## config.mk

```make
export PLATFORM = sky130hd
export DESIGN_NAME = rgbgb_outq
export DESIGN_NICKNAME = d
export VERILOG_FILES = /design/src/rtl/rgbgb_pkg.sv /design/src/rtl/rgbgb_outq.sv
export SDC_FILE = /design/constraint.sdc
export NUM_CORES = 1
export LEC_CHECK = 0
export ABC_AREA = 0
export BUFFER_PORTS_ARGS = -buffer_cell sky130_fd_sc_hd__buf_2
export CORE_MARGIN = 3
export CORE_UTILIZATION = 50
export DETAILED_ROUTE_END_ITERATION = 12
export PLACE_DENSITY = 0.79
export SLEW_MARGIN = 20
export SYNTH_ARGS = -nofsm -noshare
export SYNTH_HDL_FRONTEND = slang
export SYNTH_SLANG_ARGS = --single-unit
```

## constraint.sdc

```tcl
create_clock -name clk -period 6.9 [get_ports clk]
set_input_delay 0.69 -clock clk [delete_from_list [all_inputs] [get_ports clk]]
set_output_delay 0.69 -clock clk [all_outputs]
set_load 0.01 [all_outputs]
```

## src/rtl/rgbgb_pkg.sv

```systemverilog
`timescale 1ns / 1ps

package rgbgb_pkg;

    // pixel and channel layout: blue in the low byte, red in the high byte
    localparam int CH_W   = 8;
    localparam int NUM_CH = 3;
    localparam int PIX_W  = CH_W * NUM_CH;
    localparam int CH_MAX = 255;

    // window geometry
    localparam int KERNEL_SIZE = 5;
    localparam int KHALF       = KERNEL_SIZE / 2;
    localparam int LB_LINES    = KERNEL_SIZE - 1;

    // frame size limits and counter widths
    localparam int MAX_WIDTH   = 2048;
    localparam int MAX_HEIGHT  = 2048;
    localparam int CFG_SIZE_W  = 12;
    localparam int WIDTH_W     = $clog2(MAX_WIDTH + 1);
    localparam int COL_W       = $clog2(MAX_WIDTH);
    localparam int HEIGHT_W    = $clog2(MAX_HEIGHT + 1);
    localparam int ROW_W       = $clog2(MAX_HEIGHT + 3);
    localparam int LEAD_W      = $clog2(2 * MAX_WIDTH + 3);

    // configuration port
    localparam int COEF_W     = 16;
    localparam int CFG_DATA_W = 16;
    localparam int CFG_IDX_W  = 3;

    // arithmetic widths
    localparam int COEF_FRAC_BITS = 16;
    localparam int ROUND_HALF     = 1 << (COEF_FRAC_BITS - 1);
    localparam int NUM_CLASSES    = 6;
    localparam int CSUM_W         = CH_W + 3;
    localparam int PROD_W         = COEF_W + CSUM_W;
    localparam int SUM_W          = PROD_W + 3;

    // result queue
    localparam int Q_DEPTH = 8;
    localparam int Q_PTR_W = $clog2(Q_DEPTH);
    localparam int Q_CNT_W = $clog2(Q_DEPTH + 1);

    // register map
    typedef enum logic [CFG_IDX_W-1:0] {
        REG_IMAGE_WIDTH       = 3'd0,
        REG_IMAGE_HEIGHT      = 3'd1,
        REG_COEF_CORNER       = 3'd2,
        REG_COEF_OUTER_NEAR   = 3'd3,
        REG_COEF_OUTER_MID    = 3'd4,
        REG_COEF_INNER_CORNER = 3'd5,
        REG_COEF_INNER_MID    = 3'd6,
        REG_COEF_CENTER       = 3'd7
    } reg_index_t;

    // weight classes of the symmetric kernel
    typedef enum logic [2:0] {
        CLS_CORNER       = 3'd0,
        CLS_OUTER_NEAR   = 3'd1,
        CLS_OUTER_MID    = 3'd2,
        CLS_INNER_CORNER = 3'd3,
        CLS_INNER_MID    = 3'd4,
        CLS_CENTER       = 3'd5
    } coef_class_t;

    typedef logic [PIX_W-1:0] pix_t;
    typedef logic [LB_LINES-1:0][PIX_W-1:0] stack_t;
    typedef logic [KERNEL_SIZE-1:0][KERNEL_SIZE-1:0][PIX_W-1:0] win_t;
    typedef logic [NUM_CLASSES-1:0][COEF_W-1:0] coef_set_t;

    // per-item control that travels with a pixel
    typedef struct packed {
        logic                   emit;
        logic                   eor;
        logic                   eof;
        logic [KERNEL_SIZE-1:0] row_ok;
        logic [KERNEL_SIZE-1:0] col_ok;
    } item_ctl_t;

    // one finished output pixel
    typedef struct packed {
        logic [CH_W-1:0] blue;
        logic [CH_W-1:0] green;
        logic [CH_W-1:0] red;
        logic            eor;
        logic            eof;
    } res_t;

    localparam coef_set_t COEF_RESET = {
        16'd5591, 16'd4477, 16'd3585, 16'd2299, 16'd1841, 16'd945
    };

    localparam logic [CFG_SIZE_W-1:0] WIDTH_RESET  = CFG_SIZE_W'(640);
    localparam logic [CFG_SIZE_W-1:0] HEIGHT_RESET = CFG_SIZE_W'(480);

    // weight class at window tap (row delay j, column delay m)
    function automatic coef_class_t class_of(input int j, input int m);
        int ay;
        int ax;
        int hi;
        int lo;
        coef_class_t c;
        ay = (j > KHALF) ? j - KHALF : KHALF - j;
        ax = (m > KHALF) ? m - KHALF : KHALF - m;
        hi = (ay > ax) ? ay : ax;
        lo = (ay > ax) ? ax : ay;
        if (hi == 2) begin
            if (lo == 2) c = CLS_CORNER;
            else if (lo == 1) c = CLS_OUTER_NEAR;
            else c = CLS_OUTER_MID;
        end else if (hi == 1) begin
            if (lo == 1) c = CLS_INNER_CORNER;
            else c = CLS_INNER_MID;
        end else begin
            c = CLS_CENTER;
        end
        return c;
    endfunction

    // zero acts as one, oversize acts as the maximum
    function automatic logic [WIDTH_W-1:0] clamp_width(input logic [CFG_SIZE_W-1:0] v);
        logic [WIDTH_W-1:0] r;
        if (v == '0) r = WIDTH_W'(1);
        else if (32'(v) > MAX_WIDTH) r = WIDTH_W'(MAX_WIDTH);
        else r = WIDTH_W'(v);
        return r;
    endfunction

    function automatic logic [HEIGHT_W-1:0] clamp_height(input logic [CFG_SIZE_W-1:0] v);
        logic [HEIGHT_W-1:0] r;
        if (v == '0) r = HEIGHT_W'(1);
        else if (32'(v) > MAX_HEIGHT) r = HEIGHT_W'(MAX_HEIGHT);
        else r = HEIGHT_W'(v);
        return r;
    endfunction

endpackage

```

## src/rtl/rgbgb_outq.sv

```systemverilog
`timescale 1ns / 1ps

module rgbgb_outq (
    input  logic            clk,
    input  logic            rst_n,
    input  logic            reserve,
    input  logic            push,
    input  rgbgb_pkg::res_t push_data,
    output logic            out_valid,
    input  logic            out_stall,
    output rgbgb_pkg::res_t out_data,
    output logic            full
);

    import rgbgb_pkg::*;

    res_t               q_mem [Q_DEPTH];
    logic [Q_PTR_W-1:0] wr_ptr_reg;
    logic [Q_PTR_W-1:0] rd_ptr_reg;
    logic [Q_CNT_W-1:0] count_reg;
    logic [Q_CNT_W-1:0] credit_reg;
    logic               pop;

    assign pop       = out_valid && !out_stall;
    assign out_valid = count_reg != '0;
    assign out_data  = q_mem[rd_ptr_reg];

    // a slot is held from the input transfer that yields a result until its output transfer
    assign full = credit_reg == Q_CNT_W'(Q_DEPTH);

    always_ff @(posedge clk or negedge rst_n)
    begin
        if (!rst_n)
        begin
            wr_ptr_reg <= '0;
            rd_ptr_reg <= '0;
            count_reg  <= '0;
            credit_reg <= '0;
        end else
        begin
            if (push)
            begin
                wr_ptr_reg <= wr_ptr_reg + Q_PTR_W'(1);
            end
            if (pop)
            begin
                rd_ptr_reg <= rd_ptr_reg + Q_PTR_W'(1);
            end
            count_reg  <= count_reg + Q_CNT_W'(push) - Q_CNT_W'(pop);
            credit_reg <= credit_reg + Q_CNT_W'(reserve) - Q_CNT_W'(pop);
        end
    end

    // queue storage
    always_ff @(posedge clk)
    begin
        if (push)
        begin
            q_mem[wr_ptr_reg] <= push_data;
        end
    end

endmodule

```

==> results.md <==
* Yosys warning count at 0
* CP Depth at 4
* Total gr overflow at 0
* Crit path DAT at 2.66 ns
* Final period util at 0.4850
* Max-cap violations at 0
* Share of layout cells above drive strength 1 at 0.2835
* Post-cts resize count at 0
* Buffer count from post-CTS setup fixing at 0
* Fill cell count at between 1000 and 1500
* I/O Buffers at between 50 and 60
* Clock skew at between 0.01 and 0.015 ns
* Area Overhead vs Synth at 14.11%
* Final setup vio count at 0
* Leading register cell type out of synthesis: edfxtp_1
* DP HPWL at 8554 um
* Initial antenna violation count at 1
* Synth area leaders: edfxtp_1 71%, mux4_1 16%, dfrtp_1 4.0%
* Leading cell types by count after synthesis: 208 x edfxtp_1, 52 x mux4_1, 28 x mux2_2
* Antenna Nets Post-Route at 0
* Pin count of the biggest net entering global routing at 55
* FF-to-FF setup slack at roughly 4.6 ns
* Minimum hold slack at roughly 0.084 ns
* Post-synth EDFFs at between 200 and 250
* Die area at about 19000 um^2
* Cells along the critical path: buf_4 -> mux4_1 -> mux2_2 -> buf_2
* Async SR Flop Fraction at 0.06306
* Worst Setup Start Kind: register
* Post-route DRC at 0
* Synth area leader: edfxtp_1
* Worst slew pin tran at between 1 and 1.5 ns
* First-pass GRT wire length at 24540 um
* CP peak stage delay at 0.68 ns
* Clock Path Buffers at 3
* Inserted Clock Buffers at 23
* Status: complete, no violations
* Avg Cell Area, Syn at around 24 um^2
* Final nets at 491
* Clk Latency, worst-skew pair at approximately 0.5 ns
* Worst path bufs/invs at 2
* Chip Width at about 140 um
* Top-Level Pins at 59
* WP data required at approximately 6.2 ns
* Detailed-router iteration count before antenna repair at 4
* Placeable core region at roughly 17000 um^2
* Initial Util at 0.5211
* Ant. Diodes at 0
* Mapped Area at approximately 9000 um^2
* CTS H-tree depth at 1
* Fmax at 298.8 MHz
* Final WL at approximately 15000 um
* Depth of the worst register-to-register path at 8
* Syn_nets at around 420
* Routability cong. at approximately 0.7
* CP Class: reg2out
* CTS clk-pin slew, worst paths at about 0.060 ns
* Setup crit end kind: primary output
* Max reg flops at between 200 and 250
* CP max FO at between 50 and 60
* Largest vdd supply drop at roughly 320 uV
* Clock sink count at about 220
* Worst Hold Class: in2async
* Starting DRT DRC Count at 311
* Vias in the first global route at about 4200
* GR Util All Layers at 0.1644
* WL/cell at around 23 um
* Cell Pwr Density at between 400 and 500 nW/um^2
* Yosys top cell area share at 0.7102
* CP delay by family, top: multiplexers
* Slowest CP cell: buf_4
* Cell variety after synth at 23
* Register area share after synthesis at 0.7500
* Cell Rows at 47
* Post-synthesis register bit count at ~220
* CTS tree: yes
* RSZ-0062 raised after global routing: no
* Post-CTS Hold Buffers at 0
* Count of final hold-check violations at 0
* Minimum clock period at about 3.3 ns
* CTS Root Cell: clkbuf_16
* Vias/cell at 5.721
* Die Ht at ~140 um
* Cells after Synth at approximately 370
* Lkg Pwr at roughly 3.5 nW
* Most frequent cell after synthesis: edfxtp_1
* Via count at 3902
* Final TNS setup at 0 ns
* Slew HR at 0.3148
* Number of max-slew violations in the final report at 0
## worst register-to-register path, delay by kind of cell, from the launching register on
kind | cells | cell delay (ns)
buffers and inverters | 1 | 0.07
xor gates and xnor gates | 1 | 0.17
DFF | 1 | 0.36
and+or+nand+nor | 3 | 0.86
adders and majority gates | 3 | 0.76
## report_power, final
group	internal (mW)	switching [mW]	total, mW
sequential	1.71	0.107	1.82
combinational	0.594	0.609	1.20
clock	0.649	0.465	1.11
## area by class of cell
cell class                 count  area, um^2  share of cell area
sequential                   222        6599              0.6575
timing repair buffer          64       335.3             0.03341
tap                          220       275.3             0.02743
clock inverter                11       83.83            0.008353
clock buffer                  28       594.3             0.05922
multi-input combinational    128        2115              0.2107
inverter                       9       33.78            0.003366
## through the flow
| step | utilization | power [mW] | cell area (um^2) | setup slack (ns) | cells |
|---|---|---|---|---|---|
| final | 0.5946 | 4.136 | 10040 | 3.554 | 682 |
| after global routing | 0.5946 | 4.358 | 10040 | 3.455 | 682 |
| after CTS | 0.5946 | 4.205 | 10040 | 3.511 | 682 |
| after detailed placement | 0.5545 | 3.077 | 9358 | 4.044 | 643 |
| after global placement | 0.5545 | 3.024 | 9358 | 4.061 | 643 |
| after floorplan | - | 2.681 | 8795 | 3.870 | 374 |
## final timing paths
path	from	endpoint
setup / recovery	rd_ptr_reg[0]$_DFFE_PN0P_	out_data[10]
hold / removal	rst_n	count_reg[2]$_DFF_PN0_
setup reg to reg	count_reg[2]$_DFF_PN0_	count_reg[2]$_DFF_PN0_
hold reg to reg	credit_reg[3]$_DFF_PN0_	credit_reg[3]$_DFF_PN0_
max in group asynchronous	rst_n	rd_ptr_reg[1]$_DFFE_PN0P_
min in group clk	reserve	credit_reg[0]$_DFF_PN0_
## layer usage
metal  share of wire  up-vias  track usage
met1            0.40     2023       0.2218
met4           0.011        2      0.04171
met5         0.00084        -            0
met2            0.53      119       0.2813
met3           0.060       17      0.03138
li1                -     1741            -
## cells by family (layout without fill, tap and decap cells)
family / after synthesis / count (layout) / share of synthesized area
xor gates and xnor gates: 8 / 8 / 0.007967
muxes: 80 / 80 / 0.1912
adders and majority gates: 12 / 12 / 0.01878
and+or+nand+nor: 23 / 23 / 0.01280
buffers and inverters: 24 / 112 / 0.01579
DFF: 222 / 222 / 0.7500
AOI/OAI and AO/OA: 5 / 5 / 0.003413
## cells in the final DEF, fill, tap and decap left out
master       n
nor2_4       6
a21oi_1      2
clkinv_2     3
ha_1        10
nand2_1      6
buf_2       58
mux4_1      52
clkinv_1     5
xor2_1       5
clkbuf_16   23
nor2_1       1
bufinv_16    1
xnor2_1      3
nor3_2       2
dfrtp_1     12
nor3b_1      3
mux2_2      28
inv_8        1
a21o_1       2
buf_4        6
or3_1        2
edfxtp_1   208
inv_6        1
dfrtp_2      2
inv_1        9
clkbuf_1     5
o21ai_0      1
fa_1         2
nand2b_1     3
Power figures use the tool's default switching activity.
