**src/rtl/rgbgb_pkg.sv**
```systemverilog
`timescale 1ns / 1ps

package rgbgb_pkg;

    // pixel and channel layout: blue in the low byte, red in the high byte
    localparam int CH_W   = 8;
    localparam int NUM_CH = 3;
    localparam int PIX_W  = CH_W * NUM_CH;
    localparam int CH_MAX = 255;

    // window geometry
    localparam int KERNEL_SIZE = 5;
    localparam int KHALF       = KERNEL_SIZE / 2;
    localparam int LB_LINES    = KERNEL_SIZE - 1;

    // frame size limits and counter widths
    localparam int MAX_WIDTH   = 2048;
    localparam int MAX_HEIGHT  = 2048;
    localparam int CFG_SIZE_W  = 12;
    localparam int WIDTH_W     = $clog2(MAX_WIDTH + 1);
    localparam int COL_W       = $clog2(MAX_WIDTH);
    localparam int HEIGHT_W    = $clog2(MAX_HEIGHT + 1);
    localparam int ROW_W       = $clog2(MAX_HEIGHT + 3);
    localparam int LEAD_W      = $clog2(2 * MAX_WIDTH + 3);

    // configuration port
    localparam int COEF_W     = 16;
    localparam int CFG_DATA_W = 16;
    localparam int CFG_IDX_W  = 3;

    // arithmetic widths
    localparam int COEF_FRAC_BITS = 16;
    localparam int ROUND_HALF     = 1 << (COEF_FRAC_BITS - 1);
    localparam int NUM_CLASSES    = 6;
    localparam int CSUM_W         = CH_W + 3;
    localparam int PROD_W         = COEF_W + CSUM_W;
    localparam int SUM_W          = PROD_W + 3;

    // result queue
    localparam int Q_DEPTH = 8;
    localparam int Q_PTR_W = $clog2(Q_DEPTH);
    localparam int Q_CNT_W = $clog2(Q_DEPTH + 1);

    // register map
    typedef enum logic [CFG_IDX_W-1:0] {
        REG_IMAGE_WIDTH       = 3'd0,
        REG_IMAGE_HEIGHT      = 3'd1,
        REG_COEF_CORNER       = 3'd2,
        REG_COEF_OUTER_NEAR   = 3'd3,
        REG_COEF_OUTER_MID    = 3'd4,
        REG_COEF_INNER_CORNER = 3'd5,
        REG_COEF_INNER_MID    = 3'd6,
        REG_COEF_CENTER       = 3'd7
    } reg_index_t;

    // weight classes of the symmetric kernel
    typedef enum logic [2:0] {
        CLS_CORNER       = 3'd0,
        CLS_OUTER_NEAR   = 3'd1,
        CLS_OUTER_MID    = 3'd2,
        CLS_INNER_CORNER = 3'd3,
        CLS_INNER_MID    = 3'd4,
        CLS_CENTER       = 3'd5
    } coef_class_t;

    typedef logic [PIX_W-1:0] pix_t;
    typedef logic [LB_LINES-1:0][PIX_W-1:0] stack_t;
    typedef logic [KERNEL_SIZE-1:0][KERNEL_SIZE-1:0][PIX_W-1:0] win_t;
    typedef logic [NUM_CLASSES-1:0][COEF_W-1:0] coef_set_t;

    // per-item control that travels with a pixel
    typedef struct packed {
        logic                   emit;
        logic                   eor;
        logic                   eof;
        logic [KERNEL_SIZE-1:0] row_ok;
        logic [KERNEL_SIZE-1:0] col_ok;
    } item_ctl_t;

    // one finished output pixel
    typedef struct packed {
        logic [CH_W-1:0] blue;
        logic [CH_W-1:0] green;
        logic [CH_W-1:0] red;
        logic            eor;
        logic            eof;
    } res_t;

    localparam coef_set_t COEF_RESET = {
        16'd5591, 16'd4477, 16'd3585, 16'd2299, 16'd1841, 16'd945
    };

    localparam logic [CFG_SIZE_W-1:0] WIDTH_RESET  = CFG_SIZE_W'(640);
    localparam logic [CFG_SIZE_W-1:0] HEIGHT_RESET = CFG_SIZE_W'(480);

    // weight class at window tap (row delay j, column delay m)
    function automatic coef_class_t class_of(input int j, input int m);
        int ay;
        int ax;
        int hi;
        int lo;
        coef_class_t c;
        ay = (j > KHALF) ? j - KHALF : KHALF - j;
        ax = (m > KHALF) ? m - KHALF : KHALF - m;
        hi = (ay > ax) ? ay : ax;
        lo = (ay > ax) ? ax : ay;
        if (hi == 2) begin
            if (lo == 2) c = CLS_CORNER;
            else if (lo == 1) c = CLS_OUTER_NEAR;
            else c = CLS_OUTER_MID;
        end else if (hi == 1) begin
            if (lo == 1) c = CLS_INNER_CORNER;
            else c = CLS_INNER_MID;
        end else begin
            c = CLS_CENTER;
        end
        return c;
    endfunction

    // zero acts as one, oversize acts as the maximum
    function automatic logic [WIDTH_W-1:0] clamp_width(input logic [CFG_SIZE_W-1:0] v);
        logic [WIDTH_W-1:0] r;
        if (v == '0) r = WIDTH_W'(1);
        else if (32'(v) > MAX_WIDTH) r = WIDTH_W'(MAX_WIDTH);
        else r = WIDTH_W'(v);
        return r;
    endfunction

    function automatic logic [HEIGHT_W-1:0] clamp_height(input logic [CFG_SIZE_W-1:0] v);
        logic [HEIGHT_W-1:0] r;
        if (v == '0) r = HEIGHT_W'(1);
        else if (32'(v) > MAX_HEIGHT) r = HEIGHT_W'(MAX_HEIGHT);
        else r = HEIGHT_W'(v);
        return r;
    endfunction

endpackage

```
**src/rtl/rgbgb_ctrl.sv**
```systemverilog
`timescale 1ns / 1ps

module rgbgb_ctrl (
    input  logic                                 clk,
    input  logic                                 rst_n,
    input  logic                                 cfg_we,
    input  logic [rgbgb_pkg::CFG_IDX_W-1:0]      cfg_index,
    input  logic [rgbgb_pkg::CFG_DATA_W-1:0]     cfg_data,
    input  logic                                 accept,
    output rgbgb_pkg::coef_set_t                 coefs,
    output logic [rgbgb_pkg::COL_W-1:0]          lb_addr,
    output rgbgb_pkg::item_ctl_t                 item_ctl
);

    import rgbgb_pkg::*;

    logic [WIDTH_W-1:0]  width_reg,  width_next;
    logic [HEIGHT_W-1:0] height_reg, height_next;
    coef_set_t           coef_reg,   coef_next;
    logic [COL_W-1:0]    col_reg,    col_next;
    logic [ROW_W-1:0]    row_reg,    row_next;
    logic [LEAD_W-1:0]   lead_reg,   lead_next;
    logic [COL_W-1:0]    ocol_reg,   ocol_next;
    logic [ROW_W-1:0]    orow_reg,   orow_next;

    logic                clear;
    logic [WIDTH_W-1:0]  col_inc;
    logic                col_wrap;
    logic [WIDTH_W-1:0]  ocol_inc;
    logic [ROW_W-1:0]    orow_inc;
    logic [LEAD_W-1:0]   lead_target;
    logic [ROW_W:0]      orow_off;
    logic [WIDTH_W:0]    ocol_off;

    // position arithmetic for the incoming item and the next output
    assign col_inc     = WIDTH_W'(col_reg) + WIDTH_W'(1);
    assign col_wrap    = col_inc >= width_reg;
    assign ocol_inc    = WIDTH_W'(ocol_reg) + WIDTH_W'(1);
    assign orow_inc    = orow_reg + ROW_W'(1);
    assign lead_target = (LEAD_W'(width_reg) << 1) + LEAD_W'(2);
    assign orow_off    = (ROW_W+1)'(orow_reg) + (ROW_W+1)'(KHALF);
    assign ocol_off    = (WIDTH_W+1)'(ocol_reg) + (WIDTH_W+1)'(KHALF);

    // item flags and border masks for the window tap rows and columns
    always_comb
    begin
        item_ctl.emit = lead_reg == lead_target;
        item_ctl.eor  = ocol_inc >= width_reg;
        item_ctl.eof  = item_ctl.eor && (orow_inc >= ROW_W'(height_reg));
        for (int j = 0; j < KERNEL_SIZE; j++)
        begin
            item_ctl.row_ok[j] = (orow_off >= (ROW_W+1)'(j)) &&
                ((orow_off - (ROW_W+1)'(j)) < (ROW_W+1)'(height_reg));
        end
        for (int m = 0; m < KERNEL_SIZE; m++)
        begin
            item_ctl.col_ok[m] = (ocol_off >= (WIDTH_W+1)'(m)) &&
                ((ocol_off - (WIDTH_W+1)'(m)) < (WIDTH_W+1)'(width_reg));
        end
    end

    // register writes and counter advance
    always_comb
    begin
        width_next  = width_reg;
        height_next = height_reg;
        coef_next   = coef_reg;
        col_next    = col_reg;
        row_next    = row_reg;
        lead_next   = lead_reg;
        ocol_next   = ocol_reg;
        orow_next   = orow_reg;
        clear       = 1'b0;
        if (cfg_we)
        begin
            case (reg_index_t'(cfg_index))
                REG_IMAGE_WIDTH:
                begin
                    width_next = clamp_width(cfg_data[CFG_SIZE_W-1:0]);
                    clear      = 1'b1;
                end
                REG_IMAGE_HEIGHT:
                begin
                    height_next = clamp_height(cfg_data[CFG_SIZE_W-1:0]);
                    clear       = 1'b1;
                end
                REG_COEF_CORNER:       coef_next[CLS_CORNER]       = cfg_data;
                REG_COEF_OUTER_NEAR:   coef_next[CLS_OUTER_NEAR]   = cfg_data;
                REG_COEF_OUTER_MID:    coef_next[CLS_OUTER_MID]    = cfg_data;
                REG_COEF_INNER_CORNER: coef_next[CLS_INNER_CORNER] = cfg_data;
                REG_COEF_INNER_MID:    coef_next[CLS_INNER_MID]    = cfg_data;
                REG_COEF_CENTER:       coef_next[CLS_CENTER]       = cfg_data;
                default: ;
            endcase
        end else if (accept)
        begin
            if (col_wrap)
            begin
                col_next = '0;
                row_next = row_reg + ROW_W'(1);
            end else
            begin
                col_next = COL_W'(col_inc);
            end
            if (!item_ctl.emit)
            begin
                lead_next = lead_reg + LEAD_W'(1);
            end else if (item_ctl.eof)
            begin
                clear = 1'b1;
            end else if (item_ctl.eor)
            begin
                ocol_next = '0;
                orow_next = orow_inc;
            end else
            begin
                ocol_next = COL_W'(ocol_inc);
            end
        end
        // frame restart
        if (clear)
        begin
            col_next  = '0;
            row_next  = '0;
            lead_next = '0;
            ocol_next = '0;
            orow_next = '0;
        end
    end

    always_ff @(posedge clk or negedge rst_n)
    begin
        if (!rst_n)
        begin
            width_reg  <= clamp_width(WIDTH_RESET);
            height_reg <= clamp_height(HEIGHT_RESET);
            coef_reg   <= COEF_RESET;
            col_reg    <= '0;
            row_reg    <= '0;
            lead_reg   <= '0;
            ocol_reg   <= '0;
            orow_reg   <= '0;
        end else
        begin
            width_reg  <= width_next;
            height_reg <= height_next;
            coef_reg   <= coef_next;
            col_reg    <= col_next;
            row_reg    <= row_next;
            lead_reg   <= lead_next;
            ocol_reg   <= ocol_next;
            orow_reg   <= orow_next;
        end
    end

    assign coefs   = coef_reg;
    assign lb_addr = col_reg;

endmodule

```
**config.mk**
```make
export PLATFORM = sky130hd
export DESIGN_NAME = rgbgb_ctrl
export DESIGN_NICKNAME = d
export VERILOG_FILES = /design/src/rtl/rgbgb_pkg.sv /design/src/rtl/rgbgb_ctrl.sv
export SDC_FILE = /design/constraint.sdc
export NUM_CORES = 1
export LEC_CHECK = 0
export ABC_AREA = 1
export BUFFER_PORTS_ARGS = -buffer_cell sky130_fd_sc_hd__buf_2
export CORE_UTILIZATION = 61
export CTS_CLUSTER_DIAMETER = 120
export DETAILED_ROUTE_END_ITERATION = 8
export PLACE_DENSITY = 0.85
export SYNTH_ARGS = -nofsm -noshare
export SYNTH_HDL_FRONTEND = slang
export SYNTH_SLANG_ARGS = --single-unit
export TNS_END_PERCENT = 5
```
**constraint.sdc**
```tcl
create_clock -name clk -period 4.8 [get_ports clk]
set_input_delay 0.48 -clock clk [delete_from_list [all_inputs] [get_ports clk]]
set_output_delay 0.48 -clock clk [all_outputs]
set_load 0.02 [all_outputs]
```
==> flow_metrics.tcl <==
set metrics [dict create \
    status "finished clean" \
    first_pass_iters 6 \
    syn_to_final_growth_pct 12.2 \
    synthArstFlopShare_pct 100 \
    numCtsBuffers 17 \
    clockBufferDepth 2 \
    antenna_found_initial 2 \
    worstReg2RegStart "ocol_reg[1]$_DFFE_PN0P_" \
    slowest_stage "dfrtp_1" \
    crit_top_cell "inv_1" \
    globalRouteOverflowTotal 0 \
    grt_max_degree 87 \
    cts_setup_buffers 0 \
    cts_tree "built" \
    ir_drop_uv 367 \
    mostFrequentLayoutCells "nand2_1 (415), inv_1 (196), ha_1 (164)" \
    worst_setup_hold_path_clk_slew_ps 70 \
    cts-root-buf "clkbuf_16" \
    synth_area_leaders "dfrtp_1 (23%), ha_1 (16%), nand2_1 (12%)" \
    cp-end-kind "output port" \
    fillers 1633 \
    power_leakage_nw 7.82 \
    ys_seq_area_share_pct 32.3 \
    slew_violations 0 \
    grt_pass1_wl_mm 60.7 \
    synth_top_flop_cell "dfrtp_1" \
    row_count 53 \
    crit_path_start_kind "flip-flop" \
    gp_congestion 1.00 \
    worst_slew_pin_slew_ps 1140 \
    ys_ff_latch 167 \
    cpPeakStageDelay_ps 340 \
    fp.dieH_um 149 \
    netlist_instances 1722 \
    syn_area_mm2 0.0131 \
    ios 143 \
    finalClockSkew_ps 19.2 \
    final_cells 2135 \
    max_cap_violations 0 \
    num-nets-final 2034 \
    num_vias 12500 \
    synth_area_leader_cell "dfrtp_1" \
    cp_data_arrival_time_ps 4030 \
    antenna_left 0 \
    total_power_mw 4.72 \
    ff2ff_path_depth 20 \
    fp.dieW_um 149 \
    finalHoldViolCount 0 \
    ys_warn_count 0 \
    holdBufCountCts 0 \
    synthesis.nets 1910 \
    finalSetupViolCount 0 \
    rrSetupSlack_ps 630 \
    placed_cells 2102 \
    drive_above_1_share_pct 16.1 \
    worstPathRequired_ps 4320 \
    hp-class "in2async" \
    grt_setup_unrepaired "no" \
    fin_crit_sh_pct 93.9 \
    clock.fmax_ghz 0.222 \
    clk_latency_ps 440 \
    synthDistinctLibCells 50 \
    p_per_area_mw_per_mm2 321 \
    first_iter_violations 1069 \
    syn_avg_cell_area_um2 7.61 \
    worstPathMaxFanout 13 \
    period_minus_slack_ps 4510 \
    post_drt_via_cell_ratio 5.86 \
    drcViolationCount 0 \
    synth_edf_count 0 \
    clock_sinks 167 \
    finalSetupTns_ps 0 \
    dieArea_mm2 0.0221 \
    synth_top_area_share_pct 22.9 \
    setup.worst_path.class "reg2out" \
    routedWlPerCell_um 17.8 \
    cp_cell_sequence "buf_4 > ha_1 > nand2_1 > inv_1 > nor2_1 > buf_4 > inv_1 > ha_1 > inv_1 > nor2_2 > inv_1 > nor2_1 > nand2_1 > xnor2_1 > ha_1 > a21oi_1 > nor3_1 > a211oi_1 > o21ai_0 > nand3_1 > nand2_1 > a21oi_1 > buf_2" \
    r2r-end "orow_reg[4]$_DFFE_PN0P_" \
    grt_usage_pct 35.1 \
    totalWireLength_mm 37.9 \
    core_mm2 0.0210 \
    maxSlewHeadroom_pct 23.8 \
    largest_reg_flops 96 \
    hpwl_mm 27.8 \
    mostFrequentLayoutCell "nand2_1" \
    portBuffers 142 \
    initial_core_util_pct 62.4 \
    grt_pass1_vias 11800 \
    htree_levels 4 \
]
area by class of cell:
cell class	count	area, um2	area share (%)
clock buffers	17	425	2.89
flip-flops and latches	167	4240	28.8
clock inverters	15	215	1.46
well taps	275	344	2.34
inverters	208	788	5.36
repair buffers	151	810	5.50
multi-input cells	1301	7890	53.6
diodes	1	2.50	0.0170
per-layer routing:
layer / track usage, % / vias to the layer above / share of wire (%)
li1: - / 5936 / -
met1: 47.0 / 5872 / 42
met2: 55.5 / 617 / 46
met3: 7.27 / 86 / 9.3
met4: 14.0 / 2 / 2.9
met5: 0 / - / 0.021
per-stage QoR:
step	hold WS, ps	cell area [um2]	util (%)	worst slack (ps)
6_report	62.6	14700	70.0	291
5_1_grt	137	14700	70.0	2.21
4_1_cts	126	14700	69.9	167
3_5_place_dp	468	14100	66.9	626
3_3_place_gp	460	14100	66.9	781
2_1_floorplan	184	13100	-	954
what timing repair did:
| item | 4_1_cts | 5_1_grt |
|---|---|---|
| resized for setup | 0 | 4 |
| endpoints found under the setup margin | 0 | 4 |
| hold endpoints to repair | 0 | 0 |
power breakdown:
group / total [mW] / switching (mW) / internal (mW)
Clock: 1.47 / 0.708 / 0.766
Sequential: 1.81 / 0.149 / 1.66
Combinational: 1.43 / 0.972 / 0.463
cell families after synthesis:
logic type | synth area share [%]
simple gates | 25.1
compound gates | 12.2
buf+inv | 7.58
flops | 32.3
fa+ha+maj | 15.7
xor+xnor | 7.09
cell usage after synthesis, types with 3 or more instances:
cell type and n:
o211ai_1 13, a21oi_1 87, buf_2 8, a31oi_1 4, clkinv_1 3, xor2_2 7
dfrtp_1 120, nand2_2 11, nor2_2 15, xor2_1 82, nand3_1 76, nor3_1 18
nor2_1 126, o21bai_1 5, nand4_1 53, a211oi_1 9, inv_1 196, ha_1 165
nand3b_1 4, nor3_2 3, o21ai_1 16, inv_2 7, nand2_1 415, clkbuf_1 32
o31ai_1 3, xnor2_1 8, nor4_1 3, o21ai_0 145, dfstp_2 47, nand2_4 4
nor2_4 6, o221ai_1 5
worst max-delay path: cells and delay by family, from the launching register on:
| family | cells | cell delay (ps) |
|---|---|---|
| AOI/OAI and AO/OA | 4 | 620 |
| xor gates and xnor gates | 1 | 130 |
| adders and majority gates | 3 | 800 |
| buffers and inverters | 7 | 930 |
| DFF | 1 | 340 |
| and+or+nand+nor | 8 | 800 |
worst max path at each step:
stage          cells after the start  slack, ps     endpoint               startpoint
2_1_floorplan                     20        950  item_ctl[3]  ocol_reg[1]$_DFFE_PN0P_
3_3_place_gp                      24        780  item_ctl[6]  orow_reg[1]$_DFFE_PN0P_
3_5_place_dp                      24        630  item_ctl[6]  orow_reg[1]$_DFFE_PN0P_
4_1_cts                           24        170  item_ctl[6]  orow_reg[1]$_DFFE_PN0P_
5_1_grt                           23          2  item_ctl[3]  ocol_reg[1]$_DFFE_PN0P_
6_report                          23        290  item_ctl[3]  ocol_reg[1]$_DFFE_PN0P_
Power figures use the tool's default switching activity.
